--- src/mei_pkg.sv ---
// Shared types and constants for the escape-time iteration block.
// Used by mei_regs, mei_ctrl, mei_datapath and the top level.
`timescale 1ns / 1ps

package mei_pkg;

    localparam int COORD_W       = 32;
    localparam int COUNT_W       = 12;
    localparam int PROD_W        = 2 * COORD_W;
    localparam int FRAC_BITS_DEF = 28;

    localparam int PADDR_W = 3;
    localparam int PDATA_W = 32;

    // register index, taken from paddr[2]
    localparam logic REG_MAX_ITER = 1'b0;

    localparam logic [COUNT_W-1:0] MAX_ITER_RESET = 12'd128;

    typedef struct packed {
        logic load;     // capture c and start z = c
        logic step;     // commit new z, count + 1
        logic publish;  // move count into the output register
    } t_dp_cmd;

    typedef struct packed {
        logic at_limit; // count has reached max_iterations
        logic escape;   // |z|^2 >= 4.0 or a component overflowed
    } t_dp_status;

endpackage

--- src/mei_ctrl.sv ---
// Controller: sequences multiply and evaluate phases, handles both handshakes.
// Depends on mei_pkg; commands mei_datapath.
`timescale 1ns / 1ps

module mei_ctrl (
    input  logic                  i_clk,
    input  logic                  i_rst_n,
    input  logic                  i_in_valid,
    output logic                  o_in_stall,
    output logic                  o_out_valid,
    input  logic                  i_out_stall,
    input  mei_pkg::t_dp_status   i_status,
    output mei_pkg::t_dp_cmd      o_cmd
);

    typedef enum logic [1:0] {
        ST_IDLE,
        ST_MUL,
        ST_EVAL,
        ST_HOLD
    } t_state;

    t_state r_state;
    logic   r_out_valid;
    logic   out_free, done;

    assign out_free = !r_out_valid || !i_out_stall;
    assign done     = i_status.at_limit || i_status.escape;

    always_comb begin
        o_cmd.load    = (r_state == ST_IDLE) && i_in_valid;
        o_cmd.step    = (r_state == ST_EVAL) && !done;
        o_cmd.publish = ((r_state == ST_EVAL) && done && out_free) ||
                        ((r_state == ST_HOLD) && out_free);
    end

    always_ff @(posedge i_clk) begin
        if (!i_rst_n) begin
            r_state     <= ST_IDLE;
            r_out_valid <= 1'b0;
        end else begin
            if (o_cmd.publish) begin
                r_out_valid <= 1'b1;
            end else if (!i_out_stall) begin
                r_out_valid <= 1'b0;
            end
            case (r_state)
                ST_IDLE: begin
                    if (i_in_valid) r_state <= ST_MUL;
                end
                ST_MUL: begin
                    r_state <= ST_EVAL;
                end
                ST_EVAL: begin
                    if (!done)          r_state <= ST_MUL;
                    else if (out_free)  r_state <= ST_IDLE;
                    else                r_state <= ST_HOLD;
                end
                ST_HOLD: begin
                    if (out_free) r_state <= ST_IDLE;
                end
                default: begin
                    r_state <= ST_IDLE;
                end
            endcase
        end
    end

    assign o_in_stall  = (r_state != ST_IDLE);
    assign o_out_valid = r_out_valid;

endmodule

--- config.mk ---
export PLATFORM = sky130hd
export DESIGN_NAME = mei_ctrl
export DESIGN_NICKNAME = d
export VERILOG_FILES = /design/src/mei_pkg.sv /design/src/mei_ctrl.sv
export SDC_FILE = /design/constraint.sdc
export NUM_CORES = 1
export LEC_CHECK = 0
export BUFFER_PORTS_ARGS = -buffer_cell sky130_fd_sc_hd__buf_4
export CAP_MARGIN = 20
export CORE_AREA = 2 2 39 41
export CTS_CLUSTER_SIZE = 12
export DETAILED_ROUTE_END_ITERATION = 16
export DIE_AREA = 0 0 41 43
export GPL_TIMING_DRIVEN = 0
export HOLD_SLACK_MARGIN = 0.08
export SYNTH_ARGS = -nofsm -noshare
export SYNTH_HDL_FRONTEND = slang
export SYNTH_SLANG_ARGS = --single-unit
--- constraint.sdc ---
create_clock -name i_clk -period 1.1 [get_ports i_clk]
set_clock_uncertainty 0.1 [all_clocks]
set_input_delay 0.22 -clock i_clk [delete_from_list [all_inputs] [get_ports i_clk]]
set_output_delay 0.22 -clock i_clk [all_outputs]
set_load 0.005 [all_outputs]
==> run_results.csv <==
group,metric,value,unit
synth,synth_flop_cell,"dfxtp_1",
timing,period_minus_slack,1.43,ns
setup_path,worstReg2RegEnd,"r_state[0]$_SDFFE_PN0P_",
timing,setup_violations,5,
setup_path,end_kind,"output port",
cts,hold_buffers,0,
setup_path,reg2reg_depth,3,
setup_path,cp_cell_sequence,"or3_4 > and2_4 > buf_6",
final_layout,drive_gt1_share,67.6,%
power_and_ir_drop,power.total,0.438,mW
setup_path,path_depth,3,
grt,grtUsageTotal,6.63,%
detailed_routing,wl_per_cell,8.45,µm
setup_path,cp_slowest_stage_delay,0.33,ns
placed_design,numPortBuffers,10,
placed_design,dp_cells,45,
setup_path,cp_top_family,"simple AND/OR/NAND/NOR gates",
die,coreArea,1380,µm²
synth,synth-edff-count,0,
setup_path,cp-startpoint,"r_state[0]$_SDFFE_PN0P_",
placed_design,gp_congestion,0.644,
hold_path,hold_path_depth,3,
timing,worst_slew_pin_slew,0.275,ns
setup_path,reg2reg_from,"r_state[0]$_SDFFE_PN0P_",
timing,hold_viol,0,
timing,drv_slew,0,
cts,cts_tree,"yes",
die,rows,14,
synth,syn_inst,19,
setup_path,crit_slowest_cell,"or3_4",
detailed_routing,drc,0,
cts,clkTransAtPathRegs,0.03,ns
final_layout,final_cells,53,
final_layout,fin_nets,44,
hold_path,hold_path_class,"in -> reg",
final_layout,final_cell_area,338,µm²
die,fp.dieW,41,µm
synth,async_flop_share,0,%
synth,yosys-top-cells-area,"dfxtp_1, a221oi_2, inv_1",
detailed_routing,first_iter_violations,3,
die,start_util,11.7,%
synth,ys_seq_area_share,37.2,%
synth,synth_top_cell_area_share,37.2,%
outcome,status,"complete, but fails checks",
cts,clockRootBuffer,"clkbuf_4",
synth,synth_common_cells,"dfxtp_1, inv_1, nand2_1, o21ai_0",
grt,grt_overflow,0,
cts,htreeDepth,1,
run,maxCapViolCount,0,
synth,synth-seq-cells,3,
synth,syn_area_per_cell,8.50,µm²
timing,max_freq,698,MHz
placed_design,pre_cts_ws,-0.221,ns
placed_design,dp_hpwl,355,µm
detailed_routing,routed_via_density,3.72,
detailed_routing,wl,448,µm
synth,synthesis.nets,25,
timing,maxSlewHeadroom,81.4,%
die,dieHeight,43,µm
cts,clock_sinks,3,
setup_path,cp.required,0.78,ns
power_and_ir_drop,p_leak,0.154,nW
die,ios,11,
detailed_routing,via_count,197,
cts,clock_latency,0.23,ns
setup_path,cp_num_buf_inv,1,
cts,cts_buffers,3,
synth,synth_area,161,µm²
outcome,violations,"setup timing",
power_and_ir_drop,powerDensity,1300,nW/µm²
synth,yosys_warnings,0,
cts,ctsLongestPathBuffers,2,
placed_design,placed_area,259,µm²
timing,worst_slack,-0.333,ns
setup_path,crit_type,"reg -> out",
setup_path,worst_setup_path_start_kind,"register",
final_layout,syn_to_final_growth,109,%
grt,grt_pass1_wl,690,µm
setup_path,critPathCapture,"o_cmd[0]",
setup_path,rrSetupSlack,-0.10,ns
setup_path,arrival,1.11,ns
power_and_ir_drop,ir_worst_vdd,0.000293,V
grt,antenna_found_initial,0,
detailed_routing,ant_nets,0,
setup_path,cp_max_fo,3,
synth,synth_top_area_cell,"dfxtp_1",
synth,yosysUniqueCellTypes,13,
final_layout,final_util,24.4,%
timing,grt_setup_unrepaired,"yes",
grt,grt_max_degree,5,
die,die_area,1760,µm²
detailed_routing,dr.pass1.iters,2,
final_layout,antennaDiodeCount,0,
grt,grt_pass1_vias,192,
timing,fin_crit_sh,130,%
[worst min path at each step]
stage                                   startpoint                        to
final                                   i_in_valid   r_state[0]$_SDFFE_PN0P_
after global routing                   i_out_stall  o_out_valid$_SDFFE_PN0P_
after CTS                              i_out_stall  o_out_valid$_SDFFE_PN0P_
after detailed placement  o_out_valid$_SDFFE_PN0P_  o_out_valid$_SDFFE_PN0P_
after global placement    o_out_valid$_SDFFE_PN0P_  o_out_valid$_SDFFE_PN0P_
after floorplan                        i_out_stall  o_out_valid$_SDFFE_PN0P_
[power by group]
part,switching [mW],internal (mW)
clock network,0.0523,0.136
registers,0.00793,0.121
logic,0.0449,0.0758
[cells in the final DEF (no fill, tap or decap), drive strengths merged]
cell type,n
o311ai,1
dfxtp,3
buf,14
and3,1
a21boi,1
and2,1
or3,1
nand2,2
nand2b,1
inv,3
a221oi,1
a211oi,1
nor2,1
o21ai,2
clkbuf,4
[stage by stage]
step / hold slack [ns] / TNS, ns
2_1_floorplan: 0.267 / 0
3_3_place_gp: 0.386 / -0.426
3_5_place_dp: 0.380 / -0.461
4_1_cts: 0.161 / -1.20
5_1_grt: 0.181 / -1.33
6_report: 0.179 / -1.03
[state kept, by name, summed over array words and instances (netlist names)]
name	cells
r_state	2
o_out_valid	1
[timing repair]
item	4_1_cts	5_1_grt
buffers inserted	3	1
gates cloned	0	0
resized for setup	5	3
endpoints found under the setup margin	5	6
pin swaps	1	1
[worst register-to-register path, cell delays in order (launching register included)]
cell	delay, ns
dfxtp_2	0.31
or3_4	0.33
buf_4	0.14
a221oi_2	0.22
[layout make-up]
cell class | instances | area, µm²
multi-input cells | 13 | 109
fillers | 150 | 1050
well taps | 16 | 20.0
flip-flops and latches | 3 | 62.6
inverters | 3 | 11.3
repair buffers | 14 | 109
clock buffers | 4 | 26.3
[metal layers]
layer  global-route usage, %  vias up  wire length (µm)
met5                       0        -                 0
met4                    6.00        0                 0
met3                    4.71        0                33
met2                    10.0        5               262
met1                    5.16       90               152
li1                        -      102                 -
[cells by family after synthesis]
family / Yosys count / share of synthesized area [%]
simple gates: 7 / 25.6
compound gates: 6 / 30.2
flops: 3 / 37.2
buf+inv: 3 / 6.98
No activity file was read; power rests on OpenSTA's default activity.
