===== config.mk =====
export PLATFORM = sky130hd
export DESIGN_NAME = mei_regs
export DESIGN_NICKNAME = d
export VERILOG_FILES = /design/src/mei_pkg.sv /design/src/mei_regs.sv
export SDC_FILE = /design/constraint.sdc
export NUM_CORES = 1
export LEC_CHECK = 0
export ABC_AREA = 1
export BUFFER_PORTS_ARGS = -buffer_cell sky130_fd_sc_hd__buf_2
export CAP_MARGIN = 10
export CORE_MARGIN = 1.5
export CORE_UTILIZATION = 34
export DETAILED_ROUTE_END_ITERATION = 12
export GPL_TIMING_DRIVEN = 0
export HOLD_SLACK_MARGIN = 0.06
export PLACE_DENSITY_LB_ADDON = 0.25
export RECOVER_POWER = 25
export SLEW_MARGIN = 15
export SYNTH_ARGS = -nofsm -noshare
export SYNTH_HDL_FRONTEND = slang
export SYNTH_SLANG_ARGS = --single-unit

===== constraint.sdc =====
create_clock -name i_clk -period 0.93 [get_ports i_clk]
set_input_delay 0.279 -clock i_clk [delete_from_list [all_inputs] [get_ports i_clk]]
set_output_delay 0.279 -clock i_clk [all_outputs]
set_load 0.1 [all_outputs]

===== src/mei_pkg.sv =====
// Shared types and constants for the escape-time iteration block.
// Used by mei_regs, mei_ctrl, mei_datapath and the top level.
`timescale 1ns / 1ps

package mei_pkg;

    localparam int COORD_W       = 32;
    localparam int COUNT_W       = 12;
    localparam int PROD_W        = 2 * COORD_W;
    localparam int FRAC_BITS_DEF = 28;

    localparam int PADDR_W = 3;
    localparam int PDATA_W = 32;

    // register index, taken from paddr[2]
    localparam logic REG_MAX_ITER = 1'b0;

    localparam logic [COUNT_W-1:0] MAX_ITER_RESET = 12'd128;

    typedef struct packed {
        logic load;     // capture c and start z = c
        logic step;     // commit new z, count + 1
        logic publish;  // move count into the output register
    } t_dp_cmd;

    typedef struct packed {
        logic at_limit; // count has reached max_iterations
        logic escape;   // |z|^2 >= 4.0 or a component overflowed
    } t_dp_status;

endpackage


===== src/mei_regs.sv =====
// Configuration register file: max_iterations behind an APB-style port.
// Depends on mei_pkg.
`timescale 1ns / 1ps

module mei_regs (
    input  logic                         i_clk,
    input  logic                         i_rst_n,
    input  logic                         psel,
    input  logic                         penable,
    input  logic                         pwrite,
    input  logic [mei_pkg::PADDR_W-1:0]  paddr,
    input  logic [mei_pkg::PDATA_W-1:0]  pwdata,
    output logic [mei_pkg::PDATA_W-1:0]  prdata,
    output logic                         pready,
    output logic [mei_pkg::COUNT_W-1:0]  o_max_iterations
);

    logic [mei_pkg::COUNT_W-1:0] r_max_iter;
    logic                        sel_max_iter;

    assign sel_max_iter = (paddr[2] == mei_pkg::REG_MAX_ITER);

    always_ff @(posedge i_clk) begin
        if (!i_rst_n) begin
            r_max_iter <= mei_pkg::MAX_ITER_RESET;
        end else if (psel && penable && pwrite && sel_max_iter) begin
            r_max_iter <= pwdata[mei_pkg::COUNT_W-1:0];
        end
    end

    always_comb begin
        prdata = '0;
        if (sel_max_iter) begin
            prdata = {{(mei_pkg::PDATA_W-mei_pkg::COUNT_W){1'b0}}, r_max_iter};
        end
    end

    assign pready           = 1'b1;
    assign o_max_iterations = r_max_iter;

endmodule


==> out/results.tsv, run 1 <==
stage	metric	value	unit
synth	asr flop ratio synth	0	
hold_path	worst hold stages	3	
pwr	Peak VDD IR	800	uV
setup_path	Max stage delay on crit path	0.38	ns
routing	Residual DRC	0	
synth	top post-synthesis cells by area	dfxtp_1, buf_4, nor2_1	
global_route	largest net degree at the start of global routing	11	
synth	post-synthesis cell count	129	
routing	Antenna Violating Nets Remaining	0	
routing	final wirelength	2740	um
pwr	combinational power share	0.545	
final_layout	Antenna diodes	0	
synth	area leader, netlist	dfxtp_1	
floorplanning	die area	0.00267	mm^2
floorplanning	core area	0.00223	mm^2
pwr	Sw Share	0.503	
global_route	initial antenna violation count	0	
synth	synth warn	0	
synth	Synth Register Bits	12	
clocking	# H-tree levels	1	
pwr	P per Cell Area	1100	mW/mm^2
synth	EDFF count, synth	0	
setup_path	Worst Setup End Kind	output pin	
placement	PortBufs	41	
setup_path	worst path required time	0.65	ns
synth	register area share after synthesis	0.299	
synth	Yosys top cell area share	0.299	
floorplanning	die extent in y	51.6	um
setup_path	critical path's slowest cell	dfxtp_4	
synth	Post-Syn Area per Cell	6.24	um^2
floorplanning	row count	17	
synth	top_reg_cell synth	dfxtp_1	
final_layout	fin nets	240	
synth	synth unique cells	14	
setup_path	crit path cell chain	inv_2 > nor2_4 > buf_12	
synth	Mapped Area	805	um^2
setup_path	CP Max Fanout	3	
clocking	Clk Latency, worst-skew pair	0.27	ns
job	Max Cap Violations	0	
final_layout	Area Growth Syn to Fin	116	%
global_route	first-pass GRT wire length	3770	um
run_status	failing checks	negative setup slack	
setup_path	startpoint types	flop	
pwr	reported net switching power	959	uW
clocking	CTS clk-pin slew, worst paths	0.08	ns
setup_path	crit path launch	o_max_iterations[6]	
setup_path	Crit Path Category	flop to output pin	
pwr	internal power	947	uW
timing	RSZ-0062 raised after global routing	true	
final_layout	post-layout util	0.777	
routing	routed vias	961	
synth	Post-synth top cells	nor2_1, inv_1, buf_4	
hold_path	worst hold start	pwdata[7]	
pwr	Clk pwr share	0.175	
routing	Via density	4.23	
timing	clock skew	0	ns
floorplanning	DIE WIDTH	51.6	um
placement	Final GP Congestion	0.748	
routing	initial DRC count	16	
pwr	Flop pwr share	0.281	
hold_path	hold endpoint	o_max_iterations[7]	
pwr	Tot Pwr	1910	uW
setup_path	worst r2r src	o_max_iterations[11]	
hold_path	hold crit path type	input port to flop	
floorplanning	Initial Util	0.360	
clocking	CTS Buf Count	3	
final_layout	max reg flops	12	
timing	Setup Viol. Count Final	24	
timing	final hold viol count	0	
timing	Max Fclk	787	MHz
timing	post-route minimum period	1.27	ns
placement	DP HPWL	1450	um
timing	Tcrit/Tclk final	1.37	
global_route	vias in the first global route	857	
clocking	hold_buf cts	0	
routing	DRT Pass-1 Iters	4	
global_route	total track usage	0.189	
clocking	Clock Sinks	12	
clocking	worst-case clock buffer depth	2	
pwr	Leakage Power	0.000852	uW
clocking	CTS tree	built	
run_status	status	finished with violations	
synth	leading cell type by number of instances after synthesis	nor2_1	
timing	total count of max-transition violations in the final report	0	
setup_path	Worst EP arrival	0.99	ns
floorplanning	# IOs	85	
setup_path	FF-to-FF path depth	4	
timing	final setup margin	-0.340	ns
setup_path	reg2reg end	o_max_iterations[11]	
clocking	CTS Root Cell	clkbuf_4	
setup_path	Reg2Reg Setup Slack	0.08	ns
global_route	Overflow after GRT	0	
final_layout	share of cells above drive strength 1	0.583	
routing	per-cell routed wire length	12.1	um
worst max-delay path by stage:
stage	endpoint	cells after the start
2_1_floorplan	prdata[0]	2
3_3_place_gp	prdata[7]	4
3_5_place_dp	prdata[4]	4
4_1_cts	prdata[6]	3
5_1_grt	prdata[6]	3
6_report	prdata[6]	3
stage by stage:
stage	instances	setup TNS, ns	cell area, um^2	hold slack [ns]	setup slack, ns
3_5_place_dp	217	-9.68	1250	0.489	-0.644
3_3_place_gp	217	-9.05	1250	0.480	-0.615
5_1_grt	227	-6.87	1740	0.224	-0.372
4_1_cts	226	-6.10	1670	0.227	-0.298
6_report	227	-6.10	1740	0.231	-0.340
2_1_floorplan	148	-5.37	1010	0.390	-0.448
cell families after synthesis:
kind of cell,after synthesis,synth area share
AOI/OAI and AO/OA,1,0.00621
buffers and inverters,52,0.362
and+or+nand+nor,62,0.323
DFF,12,0.299
other,2,0.00933
cells in the final DEF, fill, tap and decap left out:
cell and instances:
buf_12 25, buf_4 25, nor2_1 22, conb_1 21, buf_2 17, inv_2 13
nor2_4 13, nand2_1 13, inv_1 13, nand3_1 12, dfxtp_4 12, buf_6 5
clkbuf_4 3, nand2_2 1, nor2_2 1, o21ai_0 1, clkinv_1 1, buf_16 1
routing by layer:
layer	track usage	vias to the layer above	wire (um)
li1	-	469	-
met2	0.370	45	1600
met1	0.208	443	985
met4	0.0526	0	27
met5	0	-	0
met3	0.0287	4	128
power by group through the flow:
stage,sequential [uW],combinational [uW],clock [uW]
after floorplan,668,655,0
after global placement,537,869,0
after CTS,529,997,333
after global routing,538,1070,371
after detailed placement,538,873,0
final,535,1040,333
worst max-delay path: cells and delay by family, from the launching register on:
family                 cells  cell delay (ns)
buffers and inverters      2             0.23
flip-flops                 1             0.38
AND/OR/NAND/NOR            1             0.11
cell type report:
type | instances | area (um^2)
fill | 135 | 498
multi-input combinational | 84 | 434
sequential | 12 | 285
inverter | 26 | 97.6
clock buffer | 3 | 22.5
clock inverter | 1 | 3.75
tap | 28 | 35.0
buffer | 26 | 209
timing repair buffer | 47 | 648
what timing repair did:
action                                  4_1_cts  5_1_grt
buffers inserted                              4        1
gates resized for setup                      92       14
hold endpoints to repair                      0        0
endpoints found under the setup margin       24       24
pin swaps                                    12        0
cloned                                        1        0
Power figures use the tool's default switching activity.
==> inputs of run 2 (changes only) <==
--- a/config.mk
+++ b/config.mk
@@ -6,9 +6,9 @@
 export NUM_CORES = 1
 export LEC_CHECK = 0
-export ABC_AREA = 1
+export ABC_AREA = 0
 export BUFFER_PORTS_ARGS = -buffer_cell sky130_fd_sc_hd__buf_2
 export CAP_MARGIN = 10
 export CORE_MARGIN = 1.5
-export CORE_UTILIZATION = 34
+export CORE_UTILIZATION = 33
 export DETAILED_ROUTE_END_ITERATION = 12
 export GPL_TIMING_DRIVEN = 0
==> constraint.sdc (replaced) <==
create_clock -name i_clk -period 0.93 [get_ports i_clk]
set_input_delay 0.093 -clock i_clk [delete_from_list [all_inputs] [get_ports i_clk]]
set_output_delay 0.093 -clock i_clk [all_outputs]
set_load 0.1 [all_outputs]
==> run 2 against run 1 <==
  * The run still ends with negative setup slack left
  * Synthesized cell count fell by 31%
  * Synthesized area shrank 7.2%
  * Clock skew is the same
  * Via count down 19%
  * Sequential share of layout area up 1.6 points
  * First-iteration DRC count is the same
  * Fmax grew 19%
  * Critical endpoint is now prdata[8]
  * Largest power group unchanged
==> out/results.tsv, run 2 <==
stage	metric	value	unit
synth	Post-Syn Area per Cell	8.39	um^2
floorplanning	row count	17	
floorplanning	DIE WIDTH	50.6	um
timing	post-route minimum period	1.07	ns
synth	Yosys top cell area share	0.322	
setup_path	worst path buffer plus inverter count	1	
run_status	status	finished with violations	
synth	EDFF count, synth	0	
floorplanning	die area	0.00256	mm^2
job	Max Cap Violations	0	
timing	Tcrit/Tclk final	1.15	
timing	RSZ-0062 raised after global routing	true	
final_layout	design area	0.00158	mm^2
synth	adder-cell share of the synthesized area	0	
synth	top post-synthesis cells by area	dfxtp_1, buf_4, mux2i_1	
routing	Via density	4.09	
setup_path	worst r2r src	o_max_iterations[1]	
hold_path	hold crit path type	input port to flop	
synth	Post-Synth XOR/XNOR Area	0	
placement	DP HPWL	1370	um
routing	Residual DRC	0	
synth	Mapped Area	747	um^2
clocking	CTS Buf Count	3	
clocking	Clk Latency, worst-skew pair	0.26	ns
final_layout	most frequent cells in the layout	buf_4, nand2_1, conb_1	
synth	Synth Area in Compound Gates	0	
synth	synth unique cells	12	
routing	DRT Pass-1 Iters	4	
timing	Hold WS	0.0667	ns
global_route	initial antenna violation count	0	
placement	PortBufs	41	
hold_path	hold endpoint	o_max_iterations[0]	
clocking	Clock Sinks	12	
setup_path	crit path cell chain	nor2b_4 > buf_12	
hold_path	worst hold stages	3	
pwr	Leakage Power	0.000726	uW
routing	routed vias	778	
final_layout	Area Growth Syn to Fin	112	%
final_layout	fillers	164	
hold_path	worst hold start	pwdata[0]	
setup_path	startpoint types	flop	
final_layout	Storage cell area	285	um^2
placement	Placed Area	0.00118	mm^2
global_route	largest net degree at the start of global routing	11	
synth	area leader, netlist	dfxtp_1	
synth	leading cell type by number of instances after synthesis	nand2_1	
synth	largest family of logic cells by synthesized area	buffers and inverters	
floorplanning	Initial Util	0.344	
clocking	CTS clk-pin slew, worst paths	0.07	ns
synth	Post-synth top cells	nand2_1, buf_4, dfxtp_1, mux2i_1, nor2b_1	
setup_path	crit-path leading delay family	flip-flops	
timing	final setup margin	-0.136	ns
synth	Post-Synth Simple-Gate Area	0.245	
floorplanning	# IOs	85	
clocking	# H-tree levels	1	
global_route	total track usage	0.186	
setup_path	Crit Path Category	flop to output pin	
routing	per-cell routed wire length	12.0	um
final_layout	Antenna diodes	0	
global_route	Overflow after GRT	0	
setup_path	reg2reg end	o_max_iterations[1]	
run_status	failing checks	negative setup slack	
final_layout	multi-input logic area	462	um^2
setup_path	Reg2Reg Setup Slack	0.22	ns
global_route	vias in the first global route	775	
timing	Setup Viol. Count Final	21	
timing	total count of max-transition violations in the final report	0	
setup_path	critical path's slowest cell	dfxtp_4	
setup_path	worst path required time	0.84	ns
setup_path	Worst Setup End Kind	output pin	
setup_path	Worst EP arrival	0.97	ns
timing	Sum Neg Setup Slack	-1.86	ns
synth	asr flop ratio synth	0	
pwr	P per Cell Area	1040	mW/mm^2
routing	final wirelength	2270	um
final_layout	share of cells above drive strength 1	0.593	
setup_path	Max stage delay on crit path	0.36	ns
final_layout	commonest non-fill, non-tap cell in the layout	buf_4	
final_layout	fin nets	204	
setup_path	FF-to-FF path depth	3	
timing	Tightest Pin Transition	0.520	ns
timing	final hold viol count	0	
synth	mux cell area share after synthesis	0.161	
placement	Final GP Congestion	0.581	
floorplanning	core area	0.00217	mm^2
timing	relative slew slack	0.654	
synth	post-synthesis cell count	89	
synth	Synth Register Bits	12	
synth	synth warn	0	
clocking	worst-case clock buffer depth	2	
clocking	CTS tree	built	
setup_path	CP Max Fanout	3	
floorplanning	die extent in y	50.6	um
pwr	Tot Pwr	1640	uW
routing	initial DRC count	16	
synth	top_reg_cell synth	dfxtp_1	
final_layout	max reg flops	12	
final_layout	post-layout util	0.728	
clocking	CTS Root Cell	clkbuf_4	
routing	Antenna Violating Nets Remaining	0	
timing	clock skew	0	ns
synth	register area share after synthesis	0.322	
global_route	first-pass GRT wire length	3480	um
timing	Max Fclk	938	MHz
pwr	Peak VDD IR	651	uV
==> run 2: cell types whose count changed after synthesis, sizes merged <==
cell	delta
mux2i	+12
buf	-2
o21ai	-1
nand2	+8
and4b	+1
clkbuf	+2
and2b	+2
nor2b	+12
nand3	-12
nor2	-36
inv	-26
==> run 2: cell type report <==
class | count | share of cell area
Buffer | 26 | 0.116
Clock buffer | 3 | 0.0143
Multi-Input combinational cell | 70 | 0.292
Sequential cell | 12 | 0.181
Tap cell | 28 | 0.0222
Timing Repair Buffer | 51 | 0.375
==> run 2: worst max-delay path by stage <==
stage / from / to / slack [ns] / cells after the start
floorplan: o_max_iterations[7] / prdata[7] / -0.28 / 1
global placement: paddr[2] / prdata[4] / -0.23 / 4
detailed placement: paddr[2] / prdata[7] / -0.24 / 4
CTS: o_max_iterations[7] / prdata[7] / -0.14 / 2
global route: o_max_iterations[10] / prdata[10] / -0.17 / 2
finish: o_max_iterations[8] / prdata[8] / -0.14 / 2
==> run 2: kinds of logic (layout without fill, tap and decap cells) <==
| kind of cell | count (synthesis) | in the layout |
|---|---|---|
| and+or+nand+nor | 37 | 37 |
| DFF | 12 | 12 |
| muxes | 12 | 12 |
| other | 2 | 21 |
| buffers and inverters | 26 | 80 |
==> run 2: stage by stage <==
stage | cells | worst slack, ns
after floorplan | 108 | -0.278
after global placement | 177 | -0.229
after detailed placement | 177 | -0.244
after CTS | 186 | -0.136
after global routing | 190 | -0.173
final | 190 | -0.136
==> run 2: per-layer routing <==
metal | share of wire | vias to the layer above | wire (um) | GRT usage
li1 | - | 381 | - | -
met5 | 0 | - | 0 | 0
met1 | 0.36 | 352 | 830 | 0.186
met4 | 0.022 | 0 | 49 | 0.117
met3 | 0.049 | 6 | 112 | 0.0327
met2 | 0.56 | 39 | 1280 | 0.349
==> run 2: power breakdown <==
part	switching [uW]	internal [uW]	leakage (uW)
logic	614	205	0.000606
registers	10.9	498	0.000106
clock network	159	150	0.0000138
total	784	853	0.000726
==> run 2: what timing repair did <==
action                                 in CTS  in global routing
gates resized for setup                    69                 13
setup endpoints to repair                  24                 24
hold buffers                                6                  0
setup buffers                               0                  4
cloned                                      0                  0
endpoints found under the hold margin       6                  0
==> run 2: tightest hold or removal path, cell delays in order <==
cell     delay [ns]
buf_2          0.09
nand2_1        0.05
mux2i_1        0.06
